`config.mk`:
```
export PLATFORM = sky130hd
export DESIGN_NAME = hashed_buffer_cache_tags_unit
export DESIGN_NICKNAME = d
export VERILOG_FILES = /design/src/rtl/hbct_pkg.sv /design/src/rtl/hbct_tag_ram.sv /design/src/rtl/hashed_buffer_cache_tags_unit.sv
export SDC_FILE = /design/constraint.sdc
export NUM_CORES = 2
export LEC_CHECK = 0
export BUFFER_PORTS_ARGS = -buffer_cell sky130_fd_sc_hd__buf_2
export CORE_UTILIZATION = 40
export DETAILED_ROUTE_END_ITERATION = 10
export GPL_TIMING_DRIVEN = 0
export HOLD_SLACK_MARGIN = 0.05
export SLEW_MARGIN = 30
export SYNTH_ARGS = -nofsm -noshare
export SYNTH_HDL_FRONTEND = slang
export SYNTH_HIERARCHICAL = 1
export SYNTH_SLANG_ARGS = --single-unit
```
`constraint.sdc`:
```
create_clock -name clk -period 6.95 [get_ports clk]
set_clock_uncertainty 0.15 [all_clocks]
set_input_delay 1.39 -clock clk [delete_from_list [all_inputs] [get_ports clk]]
set_output_delay 1.39 -clock clk [all_outputs]
set_load 0.01 [all_outputs]
```
`src/rtl/hbct_pkg.sv`:
```
// Shared types and constants of the hashed buffer cache tag unit.
// No dependencies; used by the tag RAM, the top level, the checker and the testbench.
package hbct_pkg;

    localparam int DEF_NUM_SLOTS   = 32;
    localparam int DEF_NUM_BUCKETS = 13;

    localparam int CMD_W    = 2;
    localparam int DEVICE_W = 16;
    localparam int BLOCK_W  = 32;
    localparam int SLOT_W   = 5;
    localparam int REFS_W   = 8;
    localparam int BUCKET_W = 4;
    localparam int STATUS_W = 2;

    localparam logic [REFS_W-1:0] REFS_MAX = '1;

    // block number is reduced mod bucket count one hex digit per cycle
    localparam int MOD_STEPS  = BLOCK_W / 4;
    localparam int MOD_STEP_W = $clog2(MOD_STEPS);

    // stream payload widths
    localparam int S_TDATA_W = 56;  // device, block_number, slot_in, pad
    localparam int S_TUSER_W = CMD_W;
    localparam int M_TDATA_W = 16;  // slot_out, hit, needs_fill, status, pad

    typedef enum logic [CMD_W-1:0] {
        CMD_GET     = 2'd0,
        CMD_RELEASE = 2'd1,
        CMD_PIN     = 2'd2,
        CMD_UNPIN   = 2'd3
    } cmd_t;

    typedef enum logic [STATUS_W-1:0] {
        STAT_OK        = 2'd0,
        STAT_NO_FREE   = 2'd1,
        STAT_UNDERFLOW = 2'd2
    } status_t;

    typedef enum logic [2:0] {
        ST_IDLE,
        ST_MOD,
        ST_SCAN,
        ST_RD,
        ST_UPD
    } state_t;

    typedef struct packed {
        logic [DEVICE_W-1:0] device;
        logic [BLOCK_W-1:0]  block;
        logic [REFS_W-1:0]   refs;
        logic                valid;
        logic [BUCKET_W-1:0] bucket;
    } tag_rec_t;

endpackage

```
`src/rtl/hbct_tag_ram.sv`:
```
// Slot tag memory: one write port, one registered read port.
// Entries never written read back as their reset record. Uses hbct_pkg.
module hbct_tag_ram #(
    parameter int NUM_SLOTS   = hbct_pkg::DEF_NUM_SLOTS,
    parameter int NUM_BUCKETS = hbct_pkg::DEF_NUM_BUCKETS,
    localparam int IDX_W      = $clog2(NUM_SLOTS)
) (
    input  logic                clk,
    input  logic                rst_n,
    input  logic                rd_en,
    input  logic [IDX_W-1:0]    rd_addr,
    output hbct_pkg::tag_rec_t  rd_data,
    input  logic                wr_en,
    input  logic [IDX_W-1:0]    wr_addr,
    input  hbct_pkg::tag_rec_t  wr_data
);

    localparam int BKT_W = hbct_pkg::BUCKET_W;

    hbct_pkg::tag_rec_t mem [NUM_SLOTS];
    logic [NUM_SLOTS-1:0] wr_mark_reg;
    logic [BKT_W-1:0]     init_bkt [NUM_SLOTS];

    hbct_pkg::tag_rec_t raw_reg;
    logic               mark_reg;
    logic [BKT_W-1:0]   ibkt_reg;

    // reset bucket of each slot: index mod bucket count
    for (genvar g = 0; g < NUM_SLOTS; g++)
    begin : g_init_bkt
        localparam int IB = g % NUM_BUCKETS;
        assign init_bkt[g] = BKT_W'(IB);
    end

    always_ff @(posedge clk or negedge rst_n)
    begin
        if (!rst_n)
        begin
            wr_mark_reg <= '0;
        end
        else if (wr_en)
        begin
            wr_mark_reg[wr_addr] <= 1'b1;
        end
    end

    always_ff @(posedge clk)
    begin
        if (wr_en)
        begin
            mem[wr_addr] <= wr_data;
        end
    end

    always_ff @(posedge clk)
    begin
        if (rd_en)
        begin
            raw_reg  <= mem[rd_addr];
            mark_reg <= wr_mark_reg[rd_addr];
            ibkt_reg <= init_bkt[rd_addr];
        end
    end

    always_comb
    begin
        if (mark_reg)
        begin
            rd_data = raw_reg;
        end
        else
        begin
            rd_data        = '0;
            rd_data.bucket = ibkt_reg;
        end
    end

endmodule

```
`src/rtl/hashed_buffer_cache_tags_unit.sv`:
```
// Hashed buffer cache tag unit. One item in flight at a time; not ready while busy.
// get: reduce block_number mod NUM_BUCKETS (ST_MOD), scan with one tag RAM read per slot
//   (ST_SCAN), then update (ST_UPD).
// release/pin/unpin: tag RAM read (ST_RD), then update (ST_UPD).
//   A result held by m_axis_tready keeps the next item in its update cycle until it leaves.
// Reset (rst_n low, async): all slots free and invalid, slot s in bucket s mod NUM_BUCKETS.
module hashed_buffer_cache_tags_unit #(
    parameter int NUM_SLOTS   = hbct_pkg::DEF_NUM_SLOTS,
    parameter int NUM_BUCKETS = hbct_pkg::DEF_NUM_BUCKETS
) (
    input  logic                            clk,
    input  logic                            rst_n,
    // command item
    input  logic                            s_axis_tvalid,
    output logic                            s_axis_tready,
    // [15:0] device, [47:16] block_number, [52:48] slot_in, [55:53] zero
    input  logic [hbct_pkg::S_TDATA_W-1:0]  s_axis_tdata,
    // [1:0] cmd
    input  logic [hbct_pkg::S_TUSER_W-1:0]  s_axis_tuser,
    // result item
    output logic                            m_axis_tvalid,
    input  logic                            m_axis_tready,
    // [4:0] slot_out, [5] hit, [6] needs_fill, [8:7] status, [15:9] zero
    output logic [hbct_pkg::M_TDATA_W-1:0]  m_axis_tdata
);

    localparam int IDX_W    = $clog2(NUM_SLOTS);
    localparam int CNT_W    = IDX_W + 1;
    localparam int DEVICE_W = hbct_pkg::DEVICE_W;
    localparam int BLOCK_W  = hbct_pkg::BLOCK_W;
    localparam int SLOT_W   = hbct_pkg::SLOT_W;
    localparam int REFS_W   = hbct_pkg::REFS_W;
    localparam int BKT_W    = hbct_pkg::BUCKET_W;
    localparam int MSTEP_W  = hbct_pkg::MOD_STEP_W;
    localparam int PAD_W    = hbct_pkg::M_TDATA_W - SLOT_W - 2 - hbct_pkg::STATUS_W;

    localparam logic [5:0]       NB6      = 6'(NUM_BUCKETS);
    localparam logic [BKT_W:0]   NB5      = (BKT_W + 1)'(NUM_BUCKETS);
    localparam logic [IDX_W-1:0] LAST_IDX = IDX_W'(NUM_SLOTS - 1);
    localparam logic [CNT_W-1:0] SLOT_CNT = CNT_W'(NUM_SLOTS);

    // (r * 16 + d) mod NUM_BUCKETS, two bits at a time; r < NUM_BUCKETS on entry
    function automatic logic [BKT_W-1:0] mod_digit(input logic [BKT_W-1:0] r,
                                                   input logic [3:0] d);
        logic [5:0] v;
        v = {2'b00, r};
        for (int j = 1; j >= 0; j--)
        begin
            v = {v[3:0], d[2*j+:2]};
            for (int k = 0; k < 3; k++)
            begin
                if (v >= NB6)
                begin
                    v = v - NB6;
                end
            end
        end
        return v[BKT_W-1:0];
    endfunction

    hbct_pkg::state_t state_reg, state_next;

    // captured item
    hbct_pkg::cmd_t       cmd_reg;
    logic [DEVICE_W-1:0]  dev_reg;
    logic [BLOCK_W-1:0]   blk_reg;
    logic [SLOT_W-1:0]    sin_reg;
    logic                 in_range_reg;

    // hash reduction
    logic [BLOCK_W-1:0]   blk_sh_reg;
    logic [MSTEP_W-1:0]   step_reg;
    logic [BKT_W-1:0]     bkt_reg;

    // scan
    logic [CNT_W-1:0]     cnt_reg;
    logic                 chk_vld_reg;
    logic [IDX_W-1:0]     chk_idx_reg;
    logic                 hit_found_reg;
    logic [IDX_W-1:0]     sel_idx_reg;
    logic [REFS_W-1:0]    sel_refs_reg;
    logic                 sel_valid_reg;
    logic                 cand_found_reg;
    logic [BKT_W-1:0]     cand_d_reg;
    logic [IDX_W-1:0]     cand_idx_reg;

    // result register
    logic                 out_valid_reg;
    logic [SLOT_W-1:0]    out_slot_reg;
    logic                 out_hit_reg;
    logic                 out_fill_reg;
    hbct_pkg::status_t    out_status_reg;

    // tag RAM port
    logic                 rd_en;
    logic [IDX_W-1:0]     rd_addr;
    hbct_pkg::tag_rec_t   rd_data;
    logic                 wr_en;
    hbct_pkg::tag_rec_t   upd_rec;

    // update decode
    logic                 upd_wr;
    logic [IDX_W-1:0]     upd_addr;
    logic [SLOT_W-1:0]    res_slot;
    logic                 res_hit;
    logic                 res_fill;
    hbct_pkg::status_t    res_status;
    logic                 load_out;
    logic                 accept;

    // scan compare unit
    logic                 match;
    logic                 is_free;
    logic [BKT_W:0]       gap_w;
    logic [BKT_W-1:0]     gap;

    logic [CNT_W-1:0]     cnt_next;
    logic                 chk_vld_next;

    assign accept        = s_axis_tvalid && s_axis_tready;
    assign s_axis_tready = (state_reg == hbct_pkg::ST_IDLE);
    assign m_axis_tvalid = out_valid_reg;
    assign m_axis_tdata  = {PAD_W'(0), out_status_reg, out_fill_reg, out_hit_reg, out_slot_reg};

    hbct_tag_ram #(
        .NUM_SLOTS   (NUM_SLOTS),
        .NUM_BUCKETS (NUM_BUCKETS)
    ) u_tag_ram (
        .clk     (clk),
        .rst_n   (rst_n),
        .rd_en   (rd_en),
        .rd_addr (rd_addr),
        .rd_data (rd_data),
        .wr_en   (wr_en),
        .wr_addr (upd_addr),
        .wr_data (upd_rec)
    );

    // Shared compare unit: tag match and wrapping bucket distance of a free slot.
    // Distance 0 is the requested bucket; the steal order is increasing distance.
    always_comb
    begin
        match   = (rd_data.bucket == bkt_reg) && (rd_data.device == dev_reg) &&
                  (rd_data.block == blk_reg);
        is_free = (rd_data.refs == '0);
        if (rd_data.bucket >= bkt_reg)
        begin
            gap_w = {1'b0, rd_data.bucket} - {1'b0, bkt_reg};
        end
        else
        begin
            gap_w = {1'b0, rd_data.bucket} + NB5 - {1'b0, bkt_reg};
        end
        gap = gap_w[BKT_W-1:0];
    end

    // Sequencer
    always_comb
    begin
        state_next = state_reg;
        rd_en      = 1'b0;
        rd_addr    = cnt_reg[IDX_W-1:0];
        load_out   = 1'b0;
        wr_en      = 1'b0;
        unique case (state_reg)
            hbct_pkg::ST_IDLE:
            begin
                if (s_axis_tvalid)
                begin
                    if (hbct_pkg::cmd_t'(s_axis_tuser) == hbct_pkg::CMD_GET)
                    begin
                        state_next = hbct_pkg::ST_MOD;
                    end
                    else
                    begin
                        state_next = hbct_pkg::ST_RD;
                    end
                end
            end
            hbct_pkg::ST_MOD:
            begin
                if (step_reg == MSTEP_W'(hbct_pkg::MOD_STEPS - 1))
                begin
                    state_next = hbct_pkg::ST_SCAN;
                end
            end
            hbct_pkg::ST_SCAN:
            begin
                rd_en = (cnt_reg < SLOT_CNT);
                if (chk_vld_reg && (chk_idx_reg == LAST_IDX))
                begin
                    state_next = hbct_pkg::ST_UPD;
                end
            end
            hbct_pkg::ST_RD:
            begin
                rd_en      = in_range_reg;
                rd_addr    = IDX_W'(sin_reg);
                state_next = hbct_pkg::ST_UPD;
            end
            hbct_pkg::ST_UPD:
            begin
                // result register must be free before the slot is touched
                if (!out_valid_reg || m_axis_tready)
                begin
                    load_out   = 1'b1;
                    wr_en      = upd_wr;
                    state_next = hbct_pkg::ST_IDLE;
                end
            end
            default:
            begin
                state_next = hbct_pkg::ST_IDLE;
            end
        endcase
    end

    // Result and slot write-back
    always_comb
    begin
        upd_wr     = 1'b0;
        upd_addr   = IDX_W'(sin_reg);
        upd_rec    = rd_data;
        res_slot   = sin_reg;
        res_hit    = 1'b0;
        res_fill   = 1'b0;
        res_status = hbct_pkg::STAT_OK;
        if (cmd_reg == hbct_pkg::CMD_GET)
        begin
            upd_rec.device = dev_reg;
            upd_rec.block  = blk_reg;
            upd_rec.valid  = 1'b1;
            upd_rec.bucket = bkt_reg;
            priority if (hit_found_reg)
            begin
                upd_wr       = 1'b1;
                upd_addr     = sel_idx_reg;
                upd_rec.refs = (sel_refs_reg == hbct_pkg::REFS_MAX) ? sel_refs_reg :
                               sel_refs_reg + 1'b1;
                res_slot     = SLOT_W'(sel_idx_reg);
                res_hit      = 1'b1;
                res_fill     = !sel_valid_reg;
            end
            else if (cand_found_reg)
            begin
                upd_wr       = 1'b1;
                upd_addr     = cand_idx_reg;
                upd_rec.refs = REFS_W'(1);
                res_slot     = SLOT_W'(cand_idx_reg);
                res_fill     = 1'b1;
            end
            else
            begin
                res_slot   = '0;
                res_status = hbct_pkg::STAT_NO_FREE;
            end
        end
        else if (in_range_reg)
        begin
            if (cmd_reg == hbct_pkg::CMD_PIN)
            begin
                upd_wr = (rd_data.refs != hbct_pkg::REFS_MAX);
                upd_rec.refs = rd_data.refs + 1'b1;
            end
            else if (rd_data.refs == '0)
            begin
                res_status = hbct_pkg::STAT_UNDERFLOW;
            end
            else
            begin
                upd_wr       = 1'b1;
                upd_rec.refs = rd_data.refs - 1'b1;
            end
        end
    end

    assign chk_vld_next = rd_en && (state_reg == hbct_pkg::ST_SCAN);
    assign cnt_next     = cnt_reg + 1'b1;

    // control state
    always_ff @(posedge clk or negedge rst_n)
    begin
        if (!rst_n)
        begin
            state_reg      <= hbct_pkg::ST_IDLE;
            out_valid_reg  <= 1'b0;
            chk_vld_reg    <= 1'b0;
            hit_found_reg  <= 1'b0;
            cand_found_reg <= 1'b0;
            step_reg       <= '0;
            cnt_reg        <= '0;
        end
        else
        begin
            state_reg   <= state_next;
            chk_vld_reg <= chk_vld_next;
            if (load_out)
            begin
                out_valid_reg <= 1'b1;
            end
            else if (m_axis_tready)
            begin
                out_valid_reg <= 1'b0;
            end
            if (accept)
            begin
                hit_found_reg  <= 1'b0;
                cand_found_reg <= 1'b0;
                step_reg       <= '0;
                cnt_reg        <= '0;
            end
            else
            begin
                if (state_reg == hbct_pkg::ST_MOD)
                begin
                    step_reg <= step_reg + 1'b1;
                end
                if (chk_vld_next)
                begin
                    cnt_reg <= cnt_next;
                end
                if (chk_vld_reg && (state_reg == hbct_pkg::ST_SCAN))
                begin
                    if (match && !hit_found_reg)
                    begin
                        hit_found_reg <= 1'b1;
                    end
                    // strictly nearer bucket only: ties keep the lowest slot
                    if (is_free && (!cand_found_reg || (gap < cand_d_reg)))
                    begin
                        cand_found_reg <= 1'b1;
                    end
                end
            end
        end
    end

    // datapath
    always_ff @(posedge clk)
    begin
        if (accept)
        begin
            cmd_reg      <= hbct_pkg::cmd_t'(s_axis_tuser);
            dev_reg      <= s_axis_tdata[15:0];
            blk_reg      <= s_axis_tdata[47:16];
            blk_sh_reg   <= s_axis_tdata[47:16];
            sin_reg      <= s_axis_tdata[52:48];
            in_range_reg <= (32'(s_axis_tdata[52:48]) < NUM_SLOTS);
            bkt_reg      <= '0;
        end
        else if (state_reg == hbct_pkg::ST_MOD)
        begin
            bkt_reg    <= mod_digit(bkt_reg, blk_sh_reg[BLOCK_W-1 -: 4]);
            blk_sh_reg <= {blk_sh_reg[BLOCK_W-5:0], 4'h0};
        end
        chk_idx_reg <= rd_addr;
        if (chk_vld_reg && (state_reg == hbct_pkg::ST_SCAN))
        begin
            if (match && !hit_found_reg)
            begin
                sel_idx_reg   <= chk_idx_reg;
                sel_refs_reg  <= rd_data.refs;
                sel_valid_reg <= rd_data.valid;
            end
            if (is_free && (!cand_found_reg || (gap < cand_d_reg)))
            begin
                cand_d_reg   <= gap;
                cand_idx_reg <= chk_idx_reg;
            end
        end
        if (load_out)
        begin
            out_slot_reg   <= res_slot;
            out_hit_reg    <= res_hit;
            out_fill_reg   <= res_fill;
            out_status_reg <= res_status;
        end
    end

endmodule

```
==> impl_metrics.toml <==
[global_route]
grtUsageMet2_pct = 35.9
met3_usage_pct = 3.33
top_usage_layer = "met2"
grt_pass1_wl_um = 356000
overflow = 0
grt_use_met1_pct = 30.8
track_usage_pct = 22.6
grt_max_degree = 49
antenna_found_initial = 9
grt_pass1_vias = 47300

[logic_synthesis]
synth_area_leaders = "edfxtp_1 (73%), mux4_2 (6.2%), mux2i_1 (5.3%)"
ys_seq_elements = 2194
yosysTopAreaCell = "edfxtp_1"
synth_top_family_by_area = "multiplexers"
synth_compound_area_share_pct = 3.45
synth-simple-area-share_pct = 5.08
yosys_warnings = 6
muxShareOfSynthArea_pct = 14.0
synth.distinct_cells = 101
yosys.area.top_type_share_pct = 72.9
synthAdderAreaFrac_pct = 0.486
synth.avg_cell_area_um2 = 18.3
netlist_area_um2 = 88100
synth_edf_count = 2137
synth_cells = 4806
synthArstFlopShare_pct = 2.19
synth-xor-area-share_pct = 0.567
yosysSeqAreaShare_pct = 74.4
ys.flop_type = "edfxtp_1"

[final_layout]
fillers = 17900
largest_reg_flops = 1952
nNetsFinal = 5377
final_common_cell = "edfxtp_1"
final_core_util_pct = 47.6
drive_gt1_share_pct = 22.1
ff_latch_area_um2 = 65600
final_cell_mix = "edfxtp_1 (2137), mux2i_1 (468), nand2_1 (389), mux4_2 (241), clkbuf_16 (220)"
multi_input_area_um2 = 21400
synthToLayoutAreaGrowth_pct = 17.9

[drt]
antenna_left = 0
drc = 0
totalWireLength_um = 254000
vias = 48200
routed_via_density = 5.78
wl_per_cell_um = 30.5
firstDrtPassIters = 5
drt-initial-drc-count = 6138

[timing]
rsz0062_at_grt = "false"
worstMarginPinSlew_ns = 1.09
setup_viol = 0
finalSetupTns_ns = 0
finalCritPeriodShare_pct = 87.9
hold_violations = 0
timing.hold.ws_ns = 0.304
relSlewSlack_pct = 27.3
maxSlewViolCount = 0
period_needed_ns = 6.11
fmax_mhz = 164

[job]
drv_cap = 0

[critical_path]
required_ns = 7.55
critPathKind = "register to register"
cp_max_fo = 10
crit_family = "compound AO/OA/AOI/OAI gates"
path_common_cell = "ha_1"
crit_buf_inv = 4
reg2reg_setup_slack_ns = 0.84
cp-end-kind = "register"
worstSetupStartpointType = "register"
slowest_stage = "edfxtp_1"
crit_arrival_ns = 6.71
slowest_delay_ns = 0.51

[clocking]
h-tree-depth = 4
cts-buffers-inserted = 218
clk_path_buf_depth = 3
hold_buffers = 0
numClockSinks = 2194
ctsResizeCount = 0
postCtsSetupBuffers = 0
clkTransAtPathRegs_ns = 0.06
worstSkewPairLatency_ns = 0.87
cts_tree = "built"
clockRootBuffer = "clkbuf_16"

[power_and_ir_drop]
powerDensity_nw_per_um2 = 428
ir_worst_vdd_mv = 0.283
total_power_uw = 44500
p_leak_uw = 0.0342

[floorplanning]
coreArea_um2 = 218000
rows = 171
io_pins = 80
start_util_pct = 40.4
dieArea_um2 = 222000
die_x_um = 471
die_h_um = 471

[placed_design]
place_hpwl_um = 179000
portBuffers = 69
place.gp.congestion = 0.855

[outcome]
status = "complete, no violations"

[worst_hold_path]
hold_path_class = "register to register"
==> synth_stat cells (38+ instances only) <==
library cell / n
nand2_1: 421
nand3_1: 121
a21oi_1: 74
and2_1: 87
nor2_1: 92
mux2_2: 126
edfxtp_1: 2137
clkbuf_1: 111
a22oi_1: 157
mux2i_1: 468
buf_6: 38
inv_1: 44
o21ai_0: 41
nand4_1: 63
dfrtp_1: 48
buf_4: 43
mux4_2: 241
==> cell families (layout without fill, tap and decap cells) <==
group	after synthesis	in the layout
xor+xnor	57	57
compound gates	415	415
other cells	1	20
mux	867	867
buf+inv	305	954
simple gates	934	934
flops	2194	2194
fa+ha+maj	33	33
==> metal layers <==
layer / part of all wire, % / vias up
met2: 47 / 2222
met4: 5.0 / 2
li1: - / 20200
met3: 7.8 / 394
met5: 0.0075 / -
met1: 40 / 25400
==> per-stage QoR <==
stage / setup WS (ns) / instance area (um^2) / instances
6_report: 0.839 / 104000 / 8328
5_1_grt: 0.429 / 104000 / 8323
4_1_cts: 0.869 / 104000 / 8315
3_5_place_dp: 0.880 / 97000 / 7916
3_3_place_gp: -3.99 / 92000 / 7735
2_1_floorplan: 1.02 / 88100 / 4812
==> worst reg2reg max path, stage by stage, from the launching register on <==
cell and delay (ns):
edfxtp_1 0.51, buf_6 0.20, inv_1 0.10, ha_1 0.37
nand2_1 0.22, nand3_1 0.11, a221o_1 0.44, and3_1 0.25
nand2_1 0.08, o2111ai_1 0.17, ha_1 0.29, nand2b_1 0.13
a31o_4 0.22, mux2i_4 0.35, nor2b_1 0.13, nor2_1 0.18
mux2_2 0.37, ha_1 0.21, inv_1 0.07, nand2_1 0.07
a21o_1 0.21, xnor2_1 0.23, ha_1 0.19, inv_1 0.04
a211o_1 0.29, and3b_1 0.20, o31ai_1 0.25
==> cell type report <==
type                            instances  share of cell area [%]
Inverter                               45                   0.163
Sequential cell                      2194                    63.1
Tap cell                             2854                    3.44
Buffer                                260                    1.53
Timing Repair Buffer                  250                    4.63
Clock inverter                        121                   0.936
Clock buffer                          278                    5.53
Multi-Input combinational cell       2313                    20.6
Antenna cell                           13                  0.0313
==> power by group <==
group	internal, uW	switching [uW]
combinational	5710	9990
sequential	17200	347
clock	6240	5000
==> worst paths after layout <==
check	from	endpoint	depth (start not counted)
max	blk_sh_reg[30]	bkt_reg[0]	26
max reg2reg	blk_sh_reg[30]	bkt_reg[0]	26
min	chk_idx_reg[0]	sel_idx_reg[0]	0
min in group asynchronous	rst_n	u_tag_ram/wr_mark_reg[16]	1
min reg2reg	chk_idx_reg[0]	sel_idx_reg[0]	0
max in group asynchronous	rst_n	m_axis_tvalid	1
(Power assumes the default switching activity.)
